**config.mk**
```make
export PLATFORM = sky130hd
export DESIGN_NAME = rtm_ident
export DESIGN_NICKNAME = d
export VERILOG_FILES = /design/src/rtm_pkg.sv /design/src/rtm_ident.sv
export SDC_FILE = /design/constraint.sdc
export NUM_CORES = 1
export LEC_CHECK = 0
export BUFFER_PORTS_ARGS = -buffer_cell sky130_fd_sc_hd__buf_2
export CAP_MARGIN = 20
export CORE_AREA = 2 2 75 77
export DETAILED_ROUTE_END_ITERATION = 6
export DIE_AREA = 0 0 77 79
export PLACE_DENSITY = 0.63
export SYNTH_ARGS = -nofsm -noshare
export SYNTH_HDL_FRONTEND = slang
export SYNTH_SLANG_ARGS = --single-unit
```
**constraint.sdc**
```tcl
create_clock -name vclk -period 1.2
set_input_delay 0.06 -clock vclk [all_inputs]
set_output_delay 0.06 -clock vclk [all_outputs]
set_load 0.01 [all_outputs]
```
**src/rtm_pkg.sv**
```systemverilog
// Shared types, register codes, constants and cos^2 table helpers for the transponder matcher.
package rtm_pkg;

    localparam int CFG_IDX_W  = 3;
    localparam int CFG_DATA_W = 26;

    localparam logic [CFG_IDX_W-1:0] REG_PRESENT_MASK = 3'd0;
    localparam logic [CFG_IDX_W-1:0] REG_MODE_S       = 3'd1;
    localparam logic [CFG_IDX_W-1:0] REG_MODE_3A      = 3'd2;
    localparam logic [CFG_IDX_W-1:0] REG_MODE_C       = 3'd3;
    localparam logic [CFG_IDX_W-1:0] REG_LATITUDE     = 3'd4;
    localparam logic [CFG_IDX_W-1:0] REG_LONGITUDE    = 3'd5;
    localparam logic [CFG_IDX_W-1:0] REG_ALTITUDE     = 3'd6;
    localparam logic [CFG_IDX_W-1:0] REG_MAX_DISTANCE = 3'd7;

    // present_mask bit positions
    localparam int PM_POSITION = 0;
    localparam int PM_ALTITUDE = 1;
    localparam int PM_MODE_S   = 2;
    localparam int PM_MODE_3A  = 3;
    localparam int PM_MODE_C   = 4;

    localparam int DIST_STAGES = 7;
    localparam int PIPE_STAGES = DIST_STAGES + 1;

    // meters per degree times degrees per half turn, over 32
    localparam int          METERS_PER_DEG = 111000;
    localparam int          HALF_TURN_DEG  = 180;
    localparam logic [19:0] DIST_SCALE     = 20'(HALF_TURN_DEG * METERS_PER_DEG / 32);

    localparam longint unsigned PI_Q30      = 64'd3373259426;
    localparam longint unsigned HALF_PI_Q30 = PI_Q30 / 2;
    localparam longint          ONE_Q30     = 64'sd1 <<< 30;
    localparam longint unsigned TAYLOR_DIV [8] = '{2, 12, 30, 56, 90, 132, 182, 240};

    typedef struct packed {
        logic [4:0]         present_mask;
        logic [23:0]        mode_s;
        logic [11:0]        mode_3a;
        logic signed [13:0] mode_c_qfl;
        logic signed [25:0] latitude;
        logic signed [25:0] longitude;
        logic signed [17:0] altitude_ft;
        logic [15:0]        max_distance_m;
    } t_cfg;

    // cos(x), x and result Q30, x in [0, pi/2], truncating Taylor series
    function automatic longint cos_q30(input longint unsigned x);
        longint unsigned x2;
        longint unsigned term;
        longint          sum;
        x2   = (x * x) >> 30;
        term = ONE_Q30;
        sum  = ONE_Q30;
        for (int k = 0; k < 8; k++) begin
            term = (term * x2) >> 30;
            term = term / TAYLOR_DIV[k];
            if (k[0] == 1'b0) begin
                sum = sum - longint'(term);
            end else begin
                sum = sum + longint'(term);
            end
        end
        return sum;
    endfunction

    // 1 + cos(x) in Q16, saturated at 1.0 (2*cos^2(x/2) capped), from x in Q30 over [0, pi)
    function automatic logic [16:0] cos2_q16(input longint unsigned x);
        longint c;
        longint v;
        if (x > HALF_PI_Q30) begin
            c = -cos_q30(PI_Q30 - x);
        end else begin
            c = cos_q30(x);
        end
        v = (ONE_Q30 + c + 64'sd8192) >>> 14;
        if (v < 0) begin
            v = 0;
        end
        if (v > 65536) begin
            v = 65536;
        end
        return 17'(v);
    endfunction

endpackage

```
**src/rtm_ident.sv**
```systemverilog
// Identity checks of a report against the reference: Mode S, Mode 3/A, Mode C.
module rtm_ident
    import rtm_pkg::*;
(
    input  t_cfg               i_cfg,
    input  logic               i_mode_s_valid,
    input  logic [23:0]        i_report_mode_s,
    input  logic               i_skip_mode_s,
    input  logic               i_mode_a_valid,
    input  logic [11:0]        i_report_mode_a,
    input  logic               i_mode_c_valid,
    input  logic signed [13:0] i_report_mode_c_qfl,
    output logic               o_id_ok
);

    logic s_chk, a_chk, c_chk;
    logic s_eq, a_eq, c_eq;
    logic any_fail, any_hit;

    always_comb begin
        s_chk = !i_skip_mode_s && i_cfg.present_mask[PM_MODE_S] && i_mode_s_valid;
        a_chk = i_cfg.present_mask[PM_MODE_3A] && i_mode_a_valid;
        c_chk = i_cfg.present_mask[PM_MODE_C] && i_mode_c_valid;
        s_eq  = i_report_mode_s == i_cfg.mode_s;
        a_eq  = i_report_mode_a == i_cfg.mode_3a;
        c_eq  = i_report_mode_c_qfl == i_cfg.mode_c_qfl;
        any_fail = (s_chk && !s_eq) || (a_chk && !a_eq) || (c_chk && !c_eq);
        // Mode C confirms only; it cannot make a match on its own
        any_hit  = (s_chk && s_eq) || (a_chk && a_eq);
        o_id_ok  = !any_fail && any_hit;
    end

endmodule

```
==> flow_metrics.tcl, run 1 <==
set metrics [dict create \
    status "finished, violations left" \
    violations "negative setup slack" \
    required_ns 1.14 \
    nets 378 \
    rows 27 \
    drt_iter0_drc 11 \
    synth_nets 267 \
    worstPathArrival_ns 1.26 \
    p_switching_mw 0.144 \
    netSwitchingFraction_pct 37.1 \
    power.density_nw_per_um2 300 \
    cp_slowest_cell "nor4_2" \
    yosysWarnings 0 \
    max_freq_mhz 759 \
    crit_chain "buf_2, xor2_1, nor4_2, a31oi_1, a311oi_2, buf_2" \
    path_buf_inv 2 \
    clkbuf_count 0 \
    crit_fanout 1 \
    p_leak_nw 0.616 \
    final_common_cell "buf_2" \
    viasPerCell 3.62 \
    power_frac_comb_pct 100.0 \
    grt_pass1_wl_mm 3.99 \
    met2WireLength_mm 1.04 \
    ir_worst_vdd_uv 68.1 \
    timing.final.crit_share_pct 110 \
    critical_path_depth 6 \
    cp_top_family "compound AO/OA/AOI/OAI gates" \
    syn_area_per_cell_um2 7.94 \
    drc 0 \
    via_count 924 \
    final-setup-viol-count 1 \
    setup_ws_ns -0.118 \
    startpoint_type "primary input" \
    regArea_um2 0 \
    dp_hpwl_mm 2.44 \
    p_int_mw 0.244 \
    design.seq.count 0 \
    drive_gt1_share_pct 64.1 \
    pwr-share-seq_pct 0 \
    hold_viol 0 \
    clockPowerShare_pct 0 \
    slew_headroom_pct 80.9 \
    fill_cells 608 \
    gp_congestion 0.692 \
    start_util_pct 10.7 \
    routed_wl_mm 2.62 \
    grt_max_degree 3 \
    worstMarginPinSlew_ns 0.286 \
    core-area_um2 5340 \
    fin_util_pct 24.2 \
    netlist_area_um2 572 \
    grt_util_all_layers_pct 8.14 \
    dieHeight_um 79 \
    first_pass_iters 4 \
    port_buffers 108 \
    fin_cells 255 \
    cpPeakStageDelay_ns 0.32 \
    placed_cells_incl_taps 254 \
    fin_crit_ns 1.32 \
    grt_pass1_vias 915 \
    cpMostUsedCell "buf_2" \
    antenna_left 0 \
    m1WireLength_um 926 \
    cts_setup_buffers 0 \
    dr.max_layer_used "met5" \
    syn2layout_area_growth_pct 126 \
    grt_setup_unrepaired "true" \
    place_ws_ns -0.269 \
    seq_area_frac_synth_pct 0 \
    min_path_type "in2out" \
    syn_inst 72 \
    holdPathStages 3 \
    crit_type "in2out" \
    post_drt_wl_per_cell_um 10.3 \
    dieWidth_um 77 \
    final_cell_mix "104 x buf_2, 31 x xnor2_1, 17 x xor2_1, 8 x nand4_1, 4 x buf_6" \
    dieArea_um2 6080 \
    cp-end-kind "output pin" \
    wl_met3_um 639 \
    gr-total-overflow 0 \
    ys_types 12 \
    antenna_found_initial 3 \
    cap_violations 0 \
    io_pins 196 \
    final_max_slew_viol_count 0 \
]
## layout make-up
type	count	area (um2)	area share, %
diodes	2	5.00	0.388
multi-input cells	72	623	48.3
well taps	72	90.1	6.98
repair buffers	109	573	44.4
## synthesized netlist by cell type, drive strengths merged
master	count	area, um2
nor4	5	31.3
nand4	8	50.1
xnor2	33	289
nand3b	1	7.51
a31oi	1	6.26
a21oi	2	10.0
a311oi	1	8.76
nor3	1	5.00
nand3	1	5.00
xor2	17	149
nor2	1	3.75
and3	1	6.26
## tightest hold or removal path: stages
cell	delay (ns)
buf_2	0.08
a311oi_2	0.07
buf_2	0.13
## cell families (layout without fill, tap and decap cells)
kind of cell / count (synthesis) / after routing / share of synthesized area, %
xor gates and xnor gates: 50 / 50 / 76.6
and+or+nand+nor: 18 / 18 / 19.0
AOI/OAI and AO/OA: 4 / 4 / 4.38
other: 0 / 2 / 0
buffers and inverters: 0 / 109 / 0
## routing by layer
layer | global-route usage [%] | up-vias
met2 | 13.9 | 80
met4 | 0 | 2
met3 | 6.14 | 2
met5 | 0 | -
li1 | - | 474
met1 | 8.63 | 366
## power groups by stage
stage | Clock, mW | Combinational (mW) | Sequential, mW
2_1_floorplan | 0 | 0.150 | 0
3_3_place_gp | 0 | 0.361 | 0
3_5_place_dp | 0 | 0.368 | 0
4_1_cts | 0 | 0.385 | 0
5_1_grt | 0.000000111 | 0.431 | 0
6_report | 0.000000223 | 0.388 | 0
## through the flow
step / TNS [ns] / instance area, um2 / total power, mW / hold WS [ns]
final: -0.118 / 1290 / 0.388 / 0.404
after global routing: -0.277 / 1290 / 0.431 / 0.434
after CTS: -0.186 / 1270 / 0.385 / 0.394
after detailed placement: -0.269 / 1220 / 0.368 / 0.400
after global placement: -0.261 / 1220 / 0.361 / 0.408
after floorplan: 0 / 572 / 0.150 / 0.231
## what timing repair did
item	in CTS	in global routing
resized for setup	9	3
hold buffers	0	0
pin swaps	9	0
setup endpoints to repair	1	1
## worst paths after layout
path            from  endpoint
max       i_cfg[103]   o_id_ok
min   i_mode_c_valid   o_id_ok
(Power assumes the default switching activity.)
==> run 2: changes to the inputs <==
PLACE_DENSITY = 0.66   (was 0.63)
==> flow_metrics.tcl, run 2 (synthesized netlist as in run 1, its figures left out) <==
set metrics [dict create \
    grt_max_degree 3 \
    clkbuf_count 0 \
    violations "negative setup slack" \
    m1WireLength_um 926 \
    fin_cells 253 \
    finalInstanceArea_um2 1310 \
    p_leak_nw 0.643 \
    placed_area_um2 1200 \
    dp_hpwl_mm 2.27 \
    routed_wl_mm 2.53 \
    drc 0 \
    status "finished, violations left" \
    cap_violations 0 \
    gp_congestion 0.664 \
    viasPerCell 3.60 \
    met2WireLength_mm 1.22 \
    regArea_um2 0 \
    max_freq_mhz 750 \
    final_max_slew_viol_count 0 \
    ir_worst_vdd_uv 66.7 \
    io_pins 196 \
    syn2layout_area_growth_pct 129 \
    grt_util_all_layers_pct 7.52 \
    grt_setup_unrepaired "true" \
    antenna_left 0 \
    drt_iter0_drc 7 \
    dieHeight_um 79 \
    rows 27 \
    gr-total-overflow 0 \
    place_ws_ns -0.352 \
    worstPathArrival_ns 1.27 \
    fin_crit_ns 1.33 \
    via_count 912 \
    required_ns 1.14 \
    final_cell_mix "102 x buf_2, 28 x xnor2_1, 17 x xor2_1, 8 x nand4_1, 6 x buf_6" \
    drive_gt1_share_pct 65.0 \
    cts_setup_buffers 0 \
    worstMarginPinSlew_ns 0.262 \
    placed_cells_incl_taps 252 \
    final-setup-viol-count 1 \
    slew_headroom_pct 82.4 \
    crit_type "in2out" \
    timing.final.crit_share_pct 111 \
    post_drt_wl_per_cell_um 10.0 \
    power.density_nw_per_um2 306 \
    hold_viol 0 \
    design.seq.count 0 \
    dieArea_um2 6080 \
    finalPower_mw 0.401 \
    crit_fanout 1 \
    nets 377 \
    dr.max_layer_used "met4" \
    start_util_pct 10.7 \
    wl_met3_um 361 \
    timing.hold.ws_ns 0.416 \
    cp-end-kind "output pin" \
    antenna_found_initial 1 \
    final_common_cell "buf_2" \
    dieWidth_um 77 \
    grt_pass1_vias 876 \
    setup_ws_ns -0.134 \
    grt_pass1_wl_mm 3.75 \
    min_path_type "in2out" \
    startpoint_type "primary input" \
    first_pass_iters 4 \
    fill_cells 587 \
    core-area_um2 5340 \
    port_buffers 108 \
]
==> run 2: cell types whose count changed in the layout (fill, tap and decap cells not counted), sizes merged <==
cell / previous run / this run
diode: 2 / 1
buf: 109 / 108
==> run 2: area by class of cell <==
| class | instances | area [um2] | area share, % |
|---|---|---|---|
| well taps | 72 | 90.1 | 6.87 |
| multi-input cells | 72 | 641 | 48.9 |
| repair buffers | 108 | 578 | 44.1 |
| diodes | 1 | 2.50 | 0.191 |
==> run 2: power by group <==
group          switching, mW  internal, mW
Sequential                 0             0
Clock                      0   0.000000111
Combinational          0.148         0.254
Total                  0.148         0.254
==> run 2: routing by layer <==
| layer | track usage (%) | up-vias |
|---|---|---|
| met4 | 0 | 0 |
| met5 | 0 | - |
| li1 | - | 470 |
| met2 | 14.6 | 78 |
| met1 | 8.77 | 362 |
| met3 | 1.93 | 2 |
==> run 2: worst paths after layout <==
check  cells after the start      end  slack (ns)      startpoint
max                        7  o_id_ok       -0.13      i_cfg[129]
min                        3  o_id_ok        0.42  i_mode_c_valid
==> run 2: critical path: stages <==
cell	delay (ns)
buf_2	0.12
xnor2_2	0.16
nand4_1	0.18
nor4_4	0.31
a21oi_2	0.10
a311oi_2	0.18
buf_2	0.17
==> run 2: repair_timing <==
| item | CTS | global route |
|---|---|---|
| hold endpoints to repair | 0 | 0 |
| hold buffers | 0 | 0 |
| cloned | 0 | 0 |
| resized for setup | 12 | 4 |
| setup endpoints to repair | 1 | 1 |
| pin swaps | 10 | 1 |
==> run 2: metrics by stage <==
stage | TNS, ns | utilization (%)
floorplan | 0 | -
global placement | -0.286 | 22.5
detailed placement | -0.352 | 22.5
CTS | -0.148 | 24.0
global route | -0.265 | 24.5
finish | -0.134 | 24.6
==> run 3: changes to the inputs <==
--- a/config.mk
+++ b/config.mk
@@ -12,4 +12,5 @@
 export DIE_AREA = 0 0 77 79
 export PLACE_DENSITY = 0.66
+export SETUP_SLACK_MARGIN = 0.5
 export SYNTH_ARGS = -nofsm -noshare
 export SYNTH_HDL_FRONTEND = slang
==> constraint.sdc (replaced) <==
create_clock -name vclk -period 1.2
set_input_delay 0 -clock vclk [all_inputs]
set_output_delay 0 -clock vclk [all_outputs]
set_load 0.01 [all_outputs]
==> flow_metrics.tcl, run 3 (synthesized netlist as in run 1, its figures left out) <==
set metrics [dict create \
    status "complete, no violations" \
    pwr-share-seq_pct 0 \
    grt_pass1_wl_mm 3.77 \
    nets 377 \
    dieHeight_um 79 \
    regArea_um2 0 \
    gp_congestion 0.709 \
    final_common_cell "buf_2" \
    worstPathArrival_ns 1.15 \
    slew_headroom_pct 80.3 \
    grt_setup_unrepaired "true" \
    clkbuf_count 0 \
    syn2layout_area_growth_pct 128 \
    final_cell_mix "101 x buf_2, 28 x xnor2_1, 17 x xor2_1, 8 x nand4_1, 7 x buf_6" \
    p_switching_mw 0.144 \
    cp-end-kind "output pin" \
    cap_violations 0 \
    required_ns 1.20 \
    antenna_left 0 \
    core-area_um2 5340 \
    hold_viol 0 \
    netSwitchingFraction_pct 36.1 \
    dieWidth_um 77 \
    power_frac_comb_pct 100.0 \
    final-setup-viol-count 0 \
    crit_fanout 1 \
    setup_ws_ns 0.0452 \
    io_pins 196 \
    startpoint_type "primary input" \
    fill_cells 600 \
    grt_pass1_vias 892 \
    fin_util_pct 24.4 \
    gr-total-overflow 0 \
    met2_usage_pct 14.7 \
    via_count 914 \
    fin_crit_ns 1.15 \
    placed_cells_incl_taps 252 \
    timing.final.crit_share_pct 96.2 \
    p_int_mw 0.255 \
    drt_iter0_drc 13 \
    routed_wl_mm 2.55 \
    fin_cells 252 \
    grt_util_all_layers_pct 7.50 \
    power.density_nw_per_um2 306 \
    drc 0 \
    cpMostUsedCell "buf_2" \
    antenna_found_initial 0 \
    rows 27 \
    start_util_pct 10.7 \
    cpPeakStageDelay_ns 0.27 \
    crit_type "in2out" \
    port_buffers 108 \
    grt_max_degree 3 \
    final_max_slew_viol_count 0 \
    worstMarginPinSlew_ns 0.292 \
    clockPowerShare_pct 0 \
    first_pass_iters 4 \
    antennaDiodeCount 0 \
    post_drt_wl_per_cell_um 10.1 \
    min_path_type "in2out" \
    design.seq.count 0 \
    viasPerCell 3.63 \
    use_met3_pct 1.82 \
    p_leak_nw 0.632 \
    place_ws_ns -0.121 \
    max_freq_mhz 866 \
    drive_gt1_share_pct 64.4 \
    cp_slowest_cell "a311oi_2" \
    ir_worst_vdd_uv 72.1 \
    crit_chain "buf_2, xnor2_1, nand4_1, nor3_2, nand3_1, a311oi_2, buf_2" \
    grt_busiest_layer "met2" \
    dieArea_um2 6080 \
    dp_hpwl_mm 2.42 \
    use_met1_pct 8.71 \
    multi_input_area_um2 627 \
]
run 3: cell types whose count changed in the layout (fill, tap and decap cells not counted), sizes merged:
cell	delta
diode	-1
run 3: path summary, 6_finish.rpt:
check,start,to,slack (ns),cells past startpoint
hold / removal,i_mode_c_valid,o_id_ok,0.29,3
setup / recovery,i_cfg[88],o_id_ok,0.05,7
run 3: layer usage:
metal	share of wire [%]	wire, um
met5	0	0
met4	0	0
met3	13	320
met2	50	1260
met1	38	964
run 3: layout make-up:
| class | instances | share of cell area (%) |
|---|---|---|
| timing repair buffer | 108 | 44.9 |
| tap | 72 | 6.92 |
| multi-input combinational | 72 | 48.2 |
run 3: power groups by stage:
stage	logic, mW	registers (mW)	clock network [mW]
finish	0.399	0	0
global placement	0.360	0	0
floorplan	0.151	0	0
global route	0.440	0	0
detailed placement	0.370	0	0
CTS	0.396	0	0
run 3: worst max-delay path: cells and delay by family:
family,cells,cell delay [ns]
and+or+nand+nor,3,0.46
AOI/OAI and AO/OA,1,0.27
xor gates and xnor gates,1,0.16
buffers and inverters,2,0.27
run 3: through the flow:
stage	total power [mW]	cell area [um2]	hold slack, ns	setup TNS (ns)
finish	0.399	1300	0.291	0
global route	0.440	1300	0.305	-0.0384
CTS	0.396	1280	0.295	-0.0181
detailed placement	0.370	1210	0.295	-0.121
global placement	0.360	1210	0.294	-0.0991
floorplan	0.151	578	0.0938	0
run 3: what timing repair did:
| item | CTS | global route |
|---|---|---|
| hold endpoints to repair | 0 | 0 |
| hold buffers | 0 | 0 |
| resized for setup | 11 | 3 |
| setup buffers | 0 | 0 |
| setup endpoints to repair | 1 | 1 |
| pin swaps | 3 | 4 |
